**config.mk**
```make
export PLATFORM = sky130hd
export DESIGN_NAME = modular_inverse_flat
export DESIGN_NICKNAME = d
export VERILOG_FILES = /design/src/hw/rtl/mi_pkg.sv /design/src/hw/rtl/mi_req_if.sv /design/src/hw/rtl/mi_rsp_if.sv /design/src/hw/rtl/mi_ctrl.sv /design/src/hw/rtl/mi_dpath.sv /design/src/hw/rtl/modular_inverse.sv /design/src/flat_wrapper.sv
export SDC_FILE = /design/constraint.sdc
export NUM_CORES = 2
export LEC_CHECK = 0
export ABC_AREA = 1
export BUFFER_PORTS_ARGS = -buffer_cell sky130_fd_sc_hd__buf_2
export CORE_ASPECT_RATIO = 0.8
export CORE_MARGIN = 4
export CORE_UTILIZATION = 45
export DETAILED_ROUTE_END_ITERATION = 10
export PLACE_DENSITY = 0.63
export SLEW_MARGIN = 10
export SYNTH_ARGS = -nofsm -noshare
export SYNTH_HDL_FRONTEND = slang
export SYNTH_SLANG_ARGS = --single-unit
```
**constraint.sdc**
```tcl
create_clock -name clk -period 5.3 [get_ports clk]
set_input_delay 1.59 -clock clk [delete_from_list [all_inputs] [get_ports clk]]
set_output_delay 1.59 -clock clk [all_outputs]
set_load 0.005 [all_outputs]
```
**src/hw/rtl/mi_pkg.sv**
```systemverilog
// Shared definitions for the modular inverse block: operand width, controller
// states and the command and status bundles between controller and datapath.
// No dependencies.
package mi_pkg;

	localparam int WIDTH = 63;
	localparam int CW    = WIDTH + 1;
	localparam int CNT_W = $clog2(WIDTH);

	typedef enum logic [2:0] {
		S_IDLE,
		S_REDUCE,
		S_SETUP,
		S_CHECK,
		S_DIVIDE,
		S_UPDATE,
		S_FINISH
	} mi_state_t;

	typedef struct packed {
		logic load;
		logic step;
		logic setup;
		logic start_div;
		logic update;
		logic finish;
	} mi_cmd_t;

	typedef struct packed {
		logic cnt_last;
		logic mod_zero;
		logic rem_nx_zero;
		logic out_free;
	} mi_sts_t;

endpackage

```
**src/hw/rtl/mi_req_if.sv**
```systemverilog
// Request channel: one beat carries a value and a modulus.
// Depends on mi_pkg.
interface mi_req_if import mi_pkg::*; ();
	logic             valid;
	logic             ready;
	logic [WIDTH-1:0] value;
	logic [WIDTH-1:0] modulus;

	modport source (output valid, output value, output modulus, input ready);
	modport sink (input valid, input value, input modulus, output ready);
endinterface

```
**src/hw/rtl/mi_rsp_if.sv**
```systemverilog
// Response channel: one beat carries the inverse and the exists flag.
// Depends on mi_pkg.
interface mi_rsp_if import mi_pkg::*; ();
	logic             valid;
	logic             ready;
	logic [WIDTH-1:0] inverse;
	logic             exists;

	modport source (output valid, output inverse, output exists, input ready);
	modport sink (input valid, input inverse, input exists, output ready);
endinterface

```
**src/hw/rtl/mi_ctrl.sv**
```systemverilog
// Controller of the modular inverse block: sequences the reduction, the Euclid
// rounds and the hand-off of the result. Depends on mi_pkg.
module mi_ctrl import mi_pkg::*; (
	input  logic    clk,
	input  logic    arst_n,
	input  logic    in_valid,
	output logic    in_ready,
	input  mi_sts_t sts,
	output mi_cmd_t cmd
);

	mi_state_t state_q, state_nx;

	always_ff @(posedge clk or negedge arst_n) begin
		if (!arst_n) begin
			state_q <= S_IDLE;
		end else begin
			state_q <= state_nx;
		end
	end

	always_comb begin
		state_nx = state_q;
		case (state_q)
			S_IDLE: begin
				if (in_valid) state_nx = S_REDUCE;
			end
			S_REDUCE: begin
				if (sts.cnt_last) state_nx = S_SETUP;
			end
			S_SETUP: begin
				state_nx = sts.mod_zero ? S_FINISH : S_CHECK;
			end
			S_CHECK: begin
				state_nx = sts.rem_nx_zero ? S_FINISH : S_DIVIDE;
			end
			S_DIVIDE: begin
				if (sts.cnt_last) state_nx = S_UPDATE;
			end
			S_UPDATE: begin
				state_nx = S_CHECK;
			end
			S_FINISH: begin
				if (sts.out_free) state_nx = S_IDLE;
			end
			default: begin
				state_nx = S_IDLE;
			end
		endcase
	end

	always_comb begin
		cmd      = '0;
		in_ready = 1'b0;
		case (state_q)
			S_IDLE: begin
				in_ready = 1'b1;
				cmd.load = in_valid;
			end
			S_REDUCE: begin
				cmd.step = 1'b1;
			end
			S_SETUP: begin
				cmd.setup = !sts.mod_zero;
			end
			S_CHECK: begin
				cmd.start_div = !sts.rem_nx_zero;
			end
			S_DIVIDE: begin
				cmd.step = 1'b1;
			end
			S_UPDATE: begin
				cmd.update = 1'b1;
			end
			S_FINISH: begin
				cmd.finish = sts.out_free;
			end
			default: begin
				cmd = '0;
			end
		endcase
	end

endmodule

```
**src/hw/rtl/mi_dpath.sv**
```systemverilog
// Datapath of the modular inverse block: a bit-serial restoring divider that
// also builds quotient times coefficient, the Euclid registers and the result
// register. Depends on mi_pkg.
module mi_dpath import mi_pkg::*; (
	input  logic             clk,
	input  logic             arst_n,
	input  logic [WIDTH-1:0] in_value,
	input  logic [WIDTH-1:0] in_modulus,
	input  mi_cmd_t          cmd,
	output mi_sts_t          sts,
	output logic             out_valid,
	input  logic             out_ready,
	output logic [WIDTH-1:0] out_inverse,
	output logic             out_exists
);

	logic [WIDTH:0]   p_q, p_shift, trial;
	logic [WIDTH-1:0] dvd_q, dvs_q, rem_q, rem_nx_q, mod_q;
	logic [CW-1:0]    coef_q, coef_nx_q, acc_q, acc_step, coef_fix;
	logic [CNT_W-1:0] cnt_q;
	logic             qbit, valid_q, exists_c;
	logic [WIDTH-1:0] inv_q;
	logic             exists_q;

	assign p_shift  = {p_q[WIDTH-1:0], dvd_q[WIDTH-1]};
	assign qbit     = p_shift >= {1'b0, dvs_q};
	assign trial    = p_shift - {1'b0, dvs_q};
	assign acc_step = {acc_q[CW-2:0], 1'b0} + (qbit ? coef_nx_q : '0);
	assign coef_fix = coef_q[CW-1] ? coef_q + {1'b0, mod_q} : coef_q;
	assign exists_c = (mod_q != '0) && (rem_q == WIDTH'(1));

	always_ff @(posedge clk) begin
		if (cmd.load) begin
			mod_q <= in_modulus;
			dvd_q <= in_value;
			dvs_q <= in_modulus;
			p_q   <= '0;
			acc_q <= '0;
			cnt_q <= CNT_W'(WIDTH - 1);
		end else if (cmd.start_div) begin
			dvd_q <= rem_q;
			dvs_q <= rem_nx_q;
			p_q   <= '0;
			acc_q <= '0;
			cnt_q <= CNT_W'(WIDTH - 1);
		end else if (cmd.step) begin
			dvd_q <= {dvd_q[WIDTH-2:0], 1'b0};
			p_q   <= qbit ? trial : p_shift;
			acc_q <= acc_step;
			cnt_q <= cnt_q - CNT_W'(1);
		end
		if (cmd.setup) begin
			rem_q     <= mod_q;
			rem_nx_q  <= p_q[WIDTH-1:0];
			coef_q    <= '0;
			coef_nx_q <= CW'(1);
		end else if (cmd.update) begin
			rem_q     <= rem_nx_q;
			rem_nx_q  <= p_q[WIDTH-1:0];
			coef_q    <= coef_nx_q;
			coef_nx_q <= coef_q - acc_q;
		end
		if (cmd.finish) begin
			exists_q <= exists_c;
			inv_q    <= exists_c ? coef_fix[WIDTH-1:0] : '0;
		end
	end

	always_ff @(posedge clk or negedge arst_n) begin
		if (!arst_n) begin
			valid_q <= 1'b0;
		end else if (cmd.finish) begin
			valid_q <= 1'b1;
		end else if (out_ready) begin
			valid_q <= 1'b0;
		end
	end

	assign sts.cnt_last    = cnt_q == '0;
	assign sts.mod_zero    = mod_q == '0;
	assign sts.rem_nx_zero = rem_nx_q == '0;
	assign sts.out_free    = !valid_q || out_ready;

	assign out_valid   = valid_q;
	assign out_inverse = inv_q;
	assign out_exists  = exists_q;

endmodule

```
**src/hw/rtl/modular_inverse.sv**
```systemverilog
// Top level of the modular inverse block: joins controller and datapath to
// the request and response channels. Depends on mi_pkg, mi_req_if, mi_rsp_if,
// mi_ctrl and mi_dpath.
//
// Each request beat returns one response beat with the inverse of value modulo
// modulus and an exists flag; a zero modulus, or a gcd other than one, gives
// inverse 0 with exists low. Items are handled one at a time by a bit-serial
// divider that retires one quotient bit per cycle. An item passes through the
// reduction of value modulo modulus, a setup, the Euclid rounds, each a
// division and an update, and then a closing check and the hand-off; a zero
// modulus skips the rounds and goes from setup straight to the hand-off.
// A finished result sits in an output register, so the next request is taken
// while it waits; a second result is held back until that register is free.
module modular_inverse import mi_pkg::*; (
	input logic     clk,
	input logic     arst_n,
	mi_req_if.sink  req,
	mi_rsp_if.source rsp
);

	mi_cmd_t cmd;
	mi_sts_t sts;

	mi_ctrl u_ctrl (
		.clk      (clk),
		.arst_n   (arst_n),
		.in_valid (req.valid),
		.in_ready (req.ready),
		.sts      (sts),
		.cmd      (cmd)
	);

	mi_dpath u_dpath (
		.clk         (clk),
		.arst_n      (arst_n),
		.in_value    (req.value),
		.in_modulus  (req.modulus),
		.cmd         (cmd),
		.sts         (sts),
		.out_valid   (rsp.valid),
		.out_ready   (rsp.ready),
		.out_inverse (rsp.inverse),
		.out_exists  (rsp.exists)
	);

endmodule
```
**src/flat_wrapper.sv**
```systemverilog
// flat-port wrapper written by rule: the top's interface ports become plain ports
module modular_inverse_flat import mi_pkg::*;
  (clk, arst_n, req_valid, req_value, req_modulus, req_ready, rsp_valid, rsp_inverse, rsp_exists, rsp_ready);
  mi_req_if req_i ();
  mi_rsp_if rsp_i ();
  input logic clk;
  input logic arst_n;
  input wire logic [$bits(req_i.valid)-1:0] req_valid;
  input wire logic [$bits(req_i.value)-1:0] req_value;
  input wire logic [$bits(req_i.modulus)-1:0] req_modulus;
  output wire logic [$bits(req_i.ready)-1:0] req_ready;
  output wire logic [$bits(rsp_i.valid)-1:0] rsp_valid;
  output wire logic [$bits(rsp_i.inverse)-1:0] rsp_inverse;
  output wire logic [$bits(rsp_i.exists)-1:0] rsp_exists;
  input wire logic [$bits(rsp_i.ready)-1:0] rsp_ready;
  assign req_i.valid = req_valid;
  assign req_i.value = req_value;
  assign req_i.modulus = req_modulus;
  assign req_ready = req_i.ready;
  assign rsp_valid = rsp_i.valid;
  assign rsp_inverse = rsp_i.inverse;
  assign rsp_exists = rsp_i.exists;
  assign rsp_i.ready = rsp_ready;
  modular_inverse u_core (.clk(clk), .arst_n(arst_n), .req(req_i), .rsp(rsp_i));
endmodule
```
======== Word level (Yosys, flattened, before mapping) ========
Cells that the tools add are included.
word-level totals
  register bits after elaboration ......... 644
  bits of input ports ..................... 130
  word-level logic and storage cells ...... 76
cells by class
  add/subtract/negate cells ............... 5
  order comparisons ....................... 1
  equality and inequality tests ........... 11
  mux-type cells .......................... 28
  reductions and logical operators ........ 17
operators with widths
  cell                   count
  $mux W63               11
  $logic_not A63 Y1      2
  $add A64 B64 Y64       1
  $ge A64 B63 Y1         1
  $mux W64               1
  $sub A64 B64 Y64       1
  $add A63 B63 Y63       1
  $eq A63 B1 Y1 const B  1
  $reduce_bool A63 Y1    1
  $sub A63 B63 Y63       1
  $pmux W3 S7            1
  $mux W3                5
  $eq A3 B3 Y1 const B   3
  $mux W1                9
  $eq A3 B2 Y1 const B   2
  $logic_not A6 Y1       1
  $reduce_bool A2 Y1     3
  $sub A6 B1 Y6 const B  1
  $ne A2 B1 Y1 const B   2
  $ne A2 B2 Y1 const B   2
  $reduce_and A4 Y1      1
  $reduce_or A2 Y1       2
  $eq A3 B1 Y1 const B   1
  $logic_not A1 Y1       3
  5 further kinds        5

======== Depth between registers and ports, before layout ========
  depth in word-level cells ............... 6
  gate-level depth with buffers ........... 34
  depth with buffers taken out ............ 32

======== By module ========
Synthesis repeated with hierarchy kept, for this count alone.
second synthesis, totals
  cells, all modules ...................... 6453
  area, all modules ....................... 44525.2 um2
by module, submodules not included
  module    times used  cells an instance  area each (um2)  sequential area each (um2)
  mi_dpath  1           6406               44248.7          16631.0
  mi_ctrl   1           47                 276.5            75.1

======== Worst setup path before layout ========
Ideal clock, no wire load.
  kind .................................... input -> register
  start ................................... input req_valid
  end ..................................... register u_core.u_dpath.dvd_q[0] (enable)
  data arrival time ....................... 4.793 ns
  setup slack ............................. 0.055 ns
  cell stages on the path ................. 5
  path through ............................ nand2_1 -> nand2_2 -> nor2_2 -> inv_2 -> clkbuf_1
between the ends
  cells in the longest elaborated chain, start to end .. 2
RTL lines
  item                                 RTL line           source
  start: declaration                   flat_wrapper.sv:8  input wire logic [$bits(req_i.valid)-1:0] req_valid;
  $mux W1                              mi_ctrl.sv:55      case (state_q)
  $reduce_bool A3 Y1 (no source line)  --
  end signal: assignment               mi_dpath.sv:35     dvd_q <= in_value;
  end signal: assignment               mi_dpath.sv:41     dvd_q <= rem_q;
  end signal: assignment               mi_dpath.sv:47     dvd_q <= {dvd_q[WIDTH-2:0], 1'b0};
  end: declaration                     mi_dpath.sv:18     logic [WIDTH-1:0] dvd_q, dvs_q, rem_q, rem_nx_q, mod_q;
No other way between the ends.
A chain may end at the register's enable or synchronous reset.

======== Worst setup path in the final report ========
  start ................................... register u_core.u_dpath.dvs_q[60]
  end ..................................... register u_core.u_dpath.acc_q[40]
between the ends
  cells in the longest elaborated chain, start to end .. 3
RTL lines
  item                      RTL line        source
  start: declaration        mi_dpath.sv:18
  start signal: assignment  mi_dpath.sv:36  dvs_q <= in_modulus;
  start signal: assignment  mi_dpath.sv:42  dvs_q <= rem_nx_q;
  $ge A64 B63 Y1            mi_dpath.sv:26  assign qbit = p_shift >= {1'b0, dvs_q};
  $mux W64                  mi_dpath.sv:28  assign acc_step = {acc_q[CW-2:0], 1'b0} + (qbit ? coef_nx_q : '0);
  $add A64 B64 Y64          mi_dpath.sv:28
  end signal: assignment    mi_dpath.sv:49  acc_q <= acc_step;
  end: declaration          mi_dpath.sv:19  logic [CW-1:0] coef_q, coef_nx_q, acc_q, acc_step, coef_fix;
No other way between the ends.

==> results.md <==
- The total clock buffers created by CTS is 72.
- Across the run, the number of max-cap violations was 0.
- The violation count after the first detailed-routing iteration is about 6800.
- After clock tree synthesis, the clock-pin slew on the worst setup and hold paths is 70 ps.
- The final worst-path cycle share is 92.5%.
- The number of global-route vias before repair is between 40000 and 50000.
- The first-pass iteration count of the detailed router is 8.
- The worst setup path is captured at a flop.
- After legalization and detailed placement, the total HPWL measured between 150 and 200 mm.
- Across all layers, the routed design uses between 40000 and 50000 vias.
- The met1 track utilization from global routing is 57.2%.
- After clock tree synthesis, the setup repair step added 0 buffers.
- The commonest register cell after synthesis is sky130_fd_sc_hd__edfxtp_1.
- Summed over all layers, the global routing overflow is 0.
- Averaged over all synthesized cells, the footprint is 6.86 µm².
- The core region is 99000 µm².
- The post-route minimum period is 4900 ps.
- The data arrival time at the worst-slack endpoint is 5440 ps.
- The maximum level of the CTS H-tree is 3.
- TritonCTS built the clock tree.
- For this design, the slowest cell found on the critical path is sky130_fd_sc_hd__edfxtp_1.
- Once the floorplan was initialized, standard cells occupied 45.5% of the core.
- For this run, the number of Yosys warnings is 0.
- The via density per instance is 5.68.
- In the global route stage, overall resource usage came out at 35.5%.
- For this run, design rule violations remaining after detail routing come to 0.
- The deepest clock path buffer count is 3.
- The layout-stage area growth over the synthesis result is 10.7%.
- For the worst setup path, the data required time is about 5800 ps.
- Among cell families on the critical path, the largest total delay comes from simple AND/OR/NAND/NOR gates.
- In this run the worst hold path is classified as flop to flop.
- In the final layout, the multi-input gates occupy between 20000 and 25000 µm².
- Cells fill 50.3% of the core in the end.
- The layout has 10200 filler cells.
- The count of pins over their slew limit is 0.
- The detail route stage leaves a number of antenna-violating nets equal to 0.
- The number of standard-cell rows in the floorplan is 103.
- The tree is rooted in a sky130_fd_sc_hd__clkbuf_16.
- The share of cells above drive strength 1 is 6.81%.
- On the worst path, the slowest cell contributes a delay of 530 ps.
- Counting flops and latches in the post-synthesis netlist gives 644.
- Summed over all cells, the static leakage comes to 22.9 nW.
- The storage element area is 16700 µm².
- The number of buffer and inverter stages on the critical path is 4.
- The number of hold-slack violations in the final timing report is 0.
- Walking the worst path, the cells encountered are inv_1 -> ha_1 -> nand2_1 -> nor3_1 -> nand2_1 -> nor3_2 -> nand2_1 -> nand3_4 -> inv_4 -> buf_12 -> nor2_2 -> ha_1 -> inv_1 -> o21bai_1 -> a31oi_1 -> o21ai_0 -> a21oi_1 -> nand3_1 -> o21ai_0 -> o21ai_0.
- The worst-case clock skew is ~55 ps.
- The clock sink count is roughly 640.
- The global-route track usage on met3 is between 10% and 20%.
- At the later pin of the worst-skew pair, clock insertion delay measures 700 ps.
- For this design the ratio of total power to cell area is 769 nW/µm².
- The die outline height is a little under 300 µm.
- Based on the critical path, the design can be clocked at up to 0.204 GHz.
- The count of input and output buffers is 195.
- At the pin with the least slew margin, the transition time is 1090 ps.
- In this run, distinct cell masters in the synthesized netlist total 57.
- Setup violations remaining at the end of the flow were counted as 0.
- The flow ran to the end, and the final reports show no timing, DRC or antenna violations.
- The total wirelength of the detailed-routed design is 193 mm.
- The net count after synthesis is 6942.
- Entering global routing, the biggest net connects 81 pins.
- The largest fanout of any net on the critical path is 28.
- The peak supply drop is 0.000407 V.
- STA classifies the critical path startpoint as a flop.
- Summing every instance area after synthesis gives 45000 µm².
- In the final routed layout, each cell accounts on average for 23.8 µm.
- The worst slew slack as a fraction of its limit is 27.2%.
- The share of flip-flops with an asynchronous set or reset after synthesis is 0.621%.
- approximately 200 I/O pins were placed.
- Summing the sequential cell areas from Yosys gives a little under two fifths of the chip area.
- Setup repair after global routing left no endpoint under its margin.
- The width of the die is approximately 360 µm.
- The number of nets in the final layout is 7098.
- The die covers ~110000 µm².
- The synthesized design contains between 300 and 400 enable-type register cells.
- The initial antenna violation count is 19.
- The busiest layer in global routing is met1.
- The critical path is of the flop to flop type.
- The number of cells produced by synthesis is 6556.
- The post-route setup TNS is 0 ps.
- The weighted congestion reported at the end of routability-driven placement is 1.04.
- The met2 capacity usage during global routing is 43.6%.
- The wire length of the first global-routing pass is 277 mm.
## Yosys cell counts (27+ instances only)
| cell | count | share of area, % |
|---|---|---|
| sky130_fd_sc_hd__nor2_2 | 47 | 0.65 |
| sky130_fd_sc_hd__nand2_1 | 1778 | 15 |
| sky130_fd_sc_hd__a21oi_1 | 501 | 5.6 |
| sky130_fd_sc_hd__nor4_1 | 48 | 0.67 |
| sky130_fd_sc_hd__a21o_1 | 32 | 0.53 |
| sky130_fd_sc_hd__inv_1 | 955 | 8.0 |
| sky130_fd_sc_hd__o21bai_1 | 55 | 0.92 |
| sky130_fd_sc_hd__o21ai_0 | 488 | 5.4 |
| sky130_fd_sc_hd__edfxtp_1 | 379 | 25 |
| sky130_fd_sc_hd__nand3_1 | 326 | 3.6 |
| sky130_fd_sc_hd__dfxtp_1 | 261 | 12 |
| sky130_fd_sc_hd__nor3_1 | 77 | 0.86 |
| sky130_fd_sc_hd__xor2_1 | 56 | 1.1 |
| sky130_fd_sc_hd__xnor2_1 | 40 | 0.78 |
| sky130_fd_sc_hd__nor2_1 | 800 | 6.7 |
| sky130_fd_sc_hd__o211ai_1 | 27 | 0.45 |
| sky130_fd_sc_hd__clkbuf_1 | 103 | 0.86 |
| sky130_fd_sc_hd__nand4_1 | 56 | 0.78 |
| sky130_fd_sc_hd__ha_1 | 252 | 7.0 |
| sky130_fd_sc_hd__o21ai_1 | 32 | 0.36 |
## cell families (layout without fill, tap and decap cells)
logic type / count (synthesis) / in the layout / share of synthesized area [%]
simple gates: 3206 / 3206 / 29.4
compound gates: 1227 / 1227 / 14.7
buf+inv: 1127 / 1339 / 9.70
flops: 644 / 644 / 37.1
fa+ha+maj: 256 / 256 / 7.18
xor+xnor: 96 / 96 / 1.87
other cells: 0 / 8 / 0
## cells in the final DEF (no fill, tap or decap), types with 48 or more instances in the layout
cell,Yosys,layout
sky130_fd_sc_hd__nor3_1,77,77
sky130_fd_sc_hd__dfxtp_1,261,260
sky130_fd_sc_hd__buf_2,19,195
sky130_fd_sc_hd__inv_1,955,955
sky130_fd_sc_hd__nor2_1,800,798
sky130_fd_sc_hd__ha_1,252,252
sky130_fd_sc_hd__edfxtp_1,379,379
sky130_fd_sc_hd__nor4_1,48,48
sky130_fd_sc_hd__nand3_1,326,325
sky130_fd_sc_hd__o21bai_1,55,55
sky130_fd_sc_hd__nand4_1,56,56
sky130_fd_sc_hd__a21oi_1,501,501
sky130_fd_sc_hd__nand2_1,1778,1775
sky130_fd_sc_hd__o21ai_0,488,488
sky130_fd_sc_hd__clkbuf_16,0,74
sky130_fd_sc_hd__xor2_1,56,56
## where the power goes
| group | internal [mW] | switching (mW) |
|---|---|---|
| Sequential | 7.73 | 2.04 |
| Clock | 2.97 | 2.32 |
| Combinational | 6.74 | 16.5 |
| Total | 17.4 | 20.9 |
## metrics by stage
stage               power [mW]  instances  hold slack [ps]  setup slack, ps  area [µm²]
global route              40.8       8087              484             32.5       49800
global placement          31.9       7950              447              528       47400
finish                    38.3       8088              459              396       49800
CTS                       37.2       8080              464              498       49800
floorplan                 24.1       6556              437             54.6       45000
detailed placement        31.9       7950              454              553       47400
## sequential cells by signal (all words and copies together), names as in the netlist
register,count
u_core.u_dpath.mod_q,63
u_core.u_dpath.p_q,63
u_core.u_dpath.out_exists,1
u_core.u_dpath.out_valid,1
u_core.u_dpath.acc_q,64
u_core.u_dpath.cnt_q,6
u_core.u_dpath.dvd_q,63
u_core.u_dpath.coef_nx_q,64
u_core.u_dpath.rem_nx_q,63
u_core.u_dpath.coef_q,64
u_core.u_dpath.dvs_q,63
u_core.u_dpath.out_inverse,63
u_core.u_ctrl.state_q,3
u_core.u_dpath.rem_q,63
## worst min-delay path: cells and delay by family (launching register included)
family          cells  cell delay (ps)
compound gates      1               50
simple gates        1               60
flops               1              310
## worst paths after layout
kind / start / to / slack, ps / depth (start not counted)
worst max-delay path: u_core.u_dpath.dvs_q[60] / u_core.u_dpath.acc_q[40] / 400 / 20
worst min-delay path: u_core.u_dpath.coef_nx_q[53] / u_core.u_dpath.coef_q[53] / 460 / 2
worst max register to register: u_core.u_dpath.dvs_q[60] / u_core.u_dpath.acc_q[40] / 400 / 20
worst min register to register: u_core.u_dpath.coef_nx_q[53] / u_core.u_dpath.coef_q[53] / 460 / 2
max in group asynchronous: arst_n / u_core.u_dpath.out_valid / 4380 / 1
min in group asynchronous: arst_n / u_core.u_ctrl.state_q[2] / 750 / 1
## layer usage
metal | up-vias | wire length, µm
li1 | 21700 | -
met1 | 21400 | 92600
met2 | 2621 | 67800
met3 | 245 | 27800
met4 | 4 | 4340
met5 | - | 21
## layout make-up
cell class                 count  area share [%]
clock inverter                33           0.929
tap                         1312            3.29
timing repair buffer         240            2.77
antenna                        8          0.0402
multi-input combinational   4785            48.1
sequential                   644            33.5
inverter                     969            7.33
clock buffer                  97            3.97
## timing repair
action,in CTS,in global routing
gates resized for setup,0,1
hold buffers,0,0
setup endpoints to repair,0,2
Note: power is estimated with default switching activity, not from simulation.
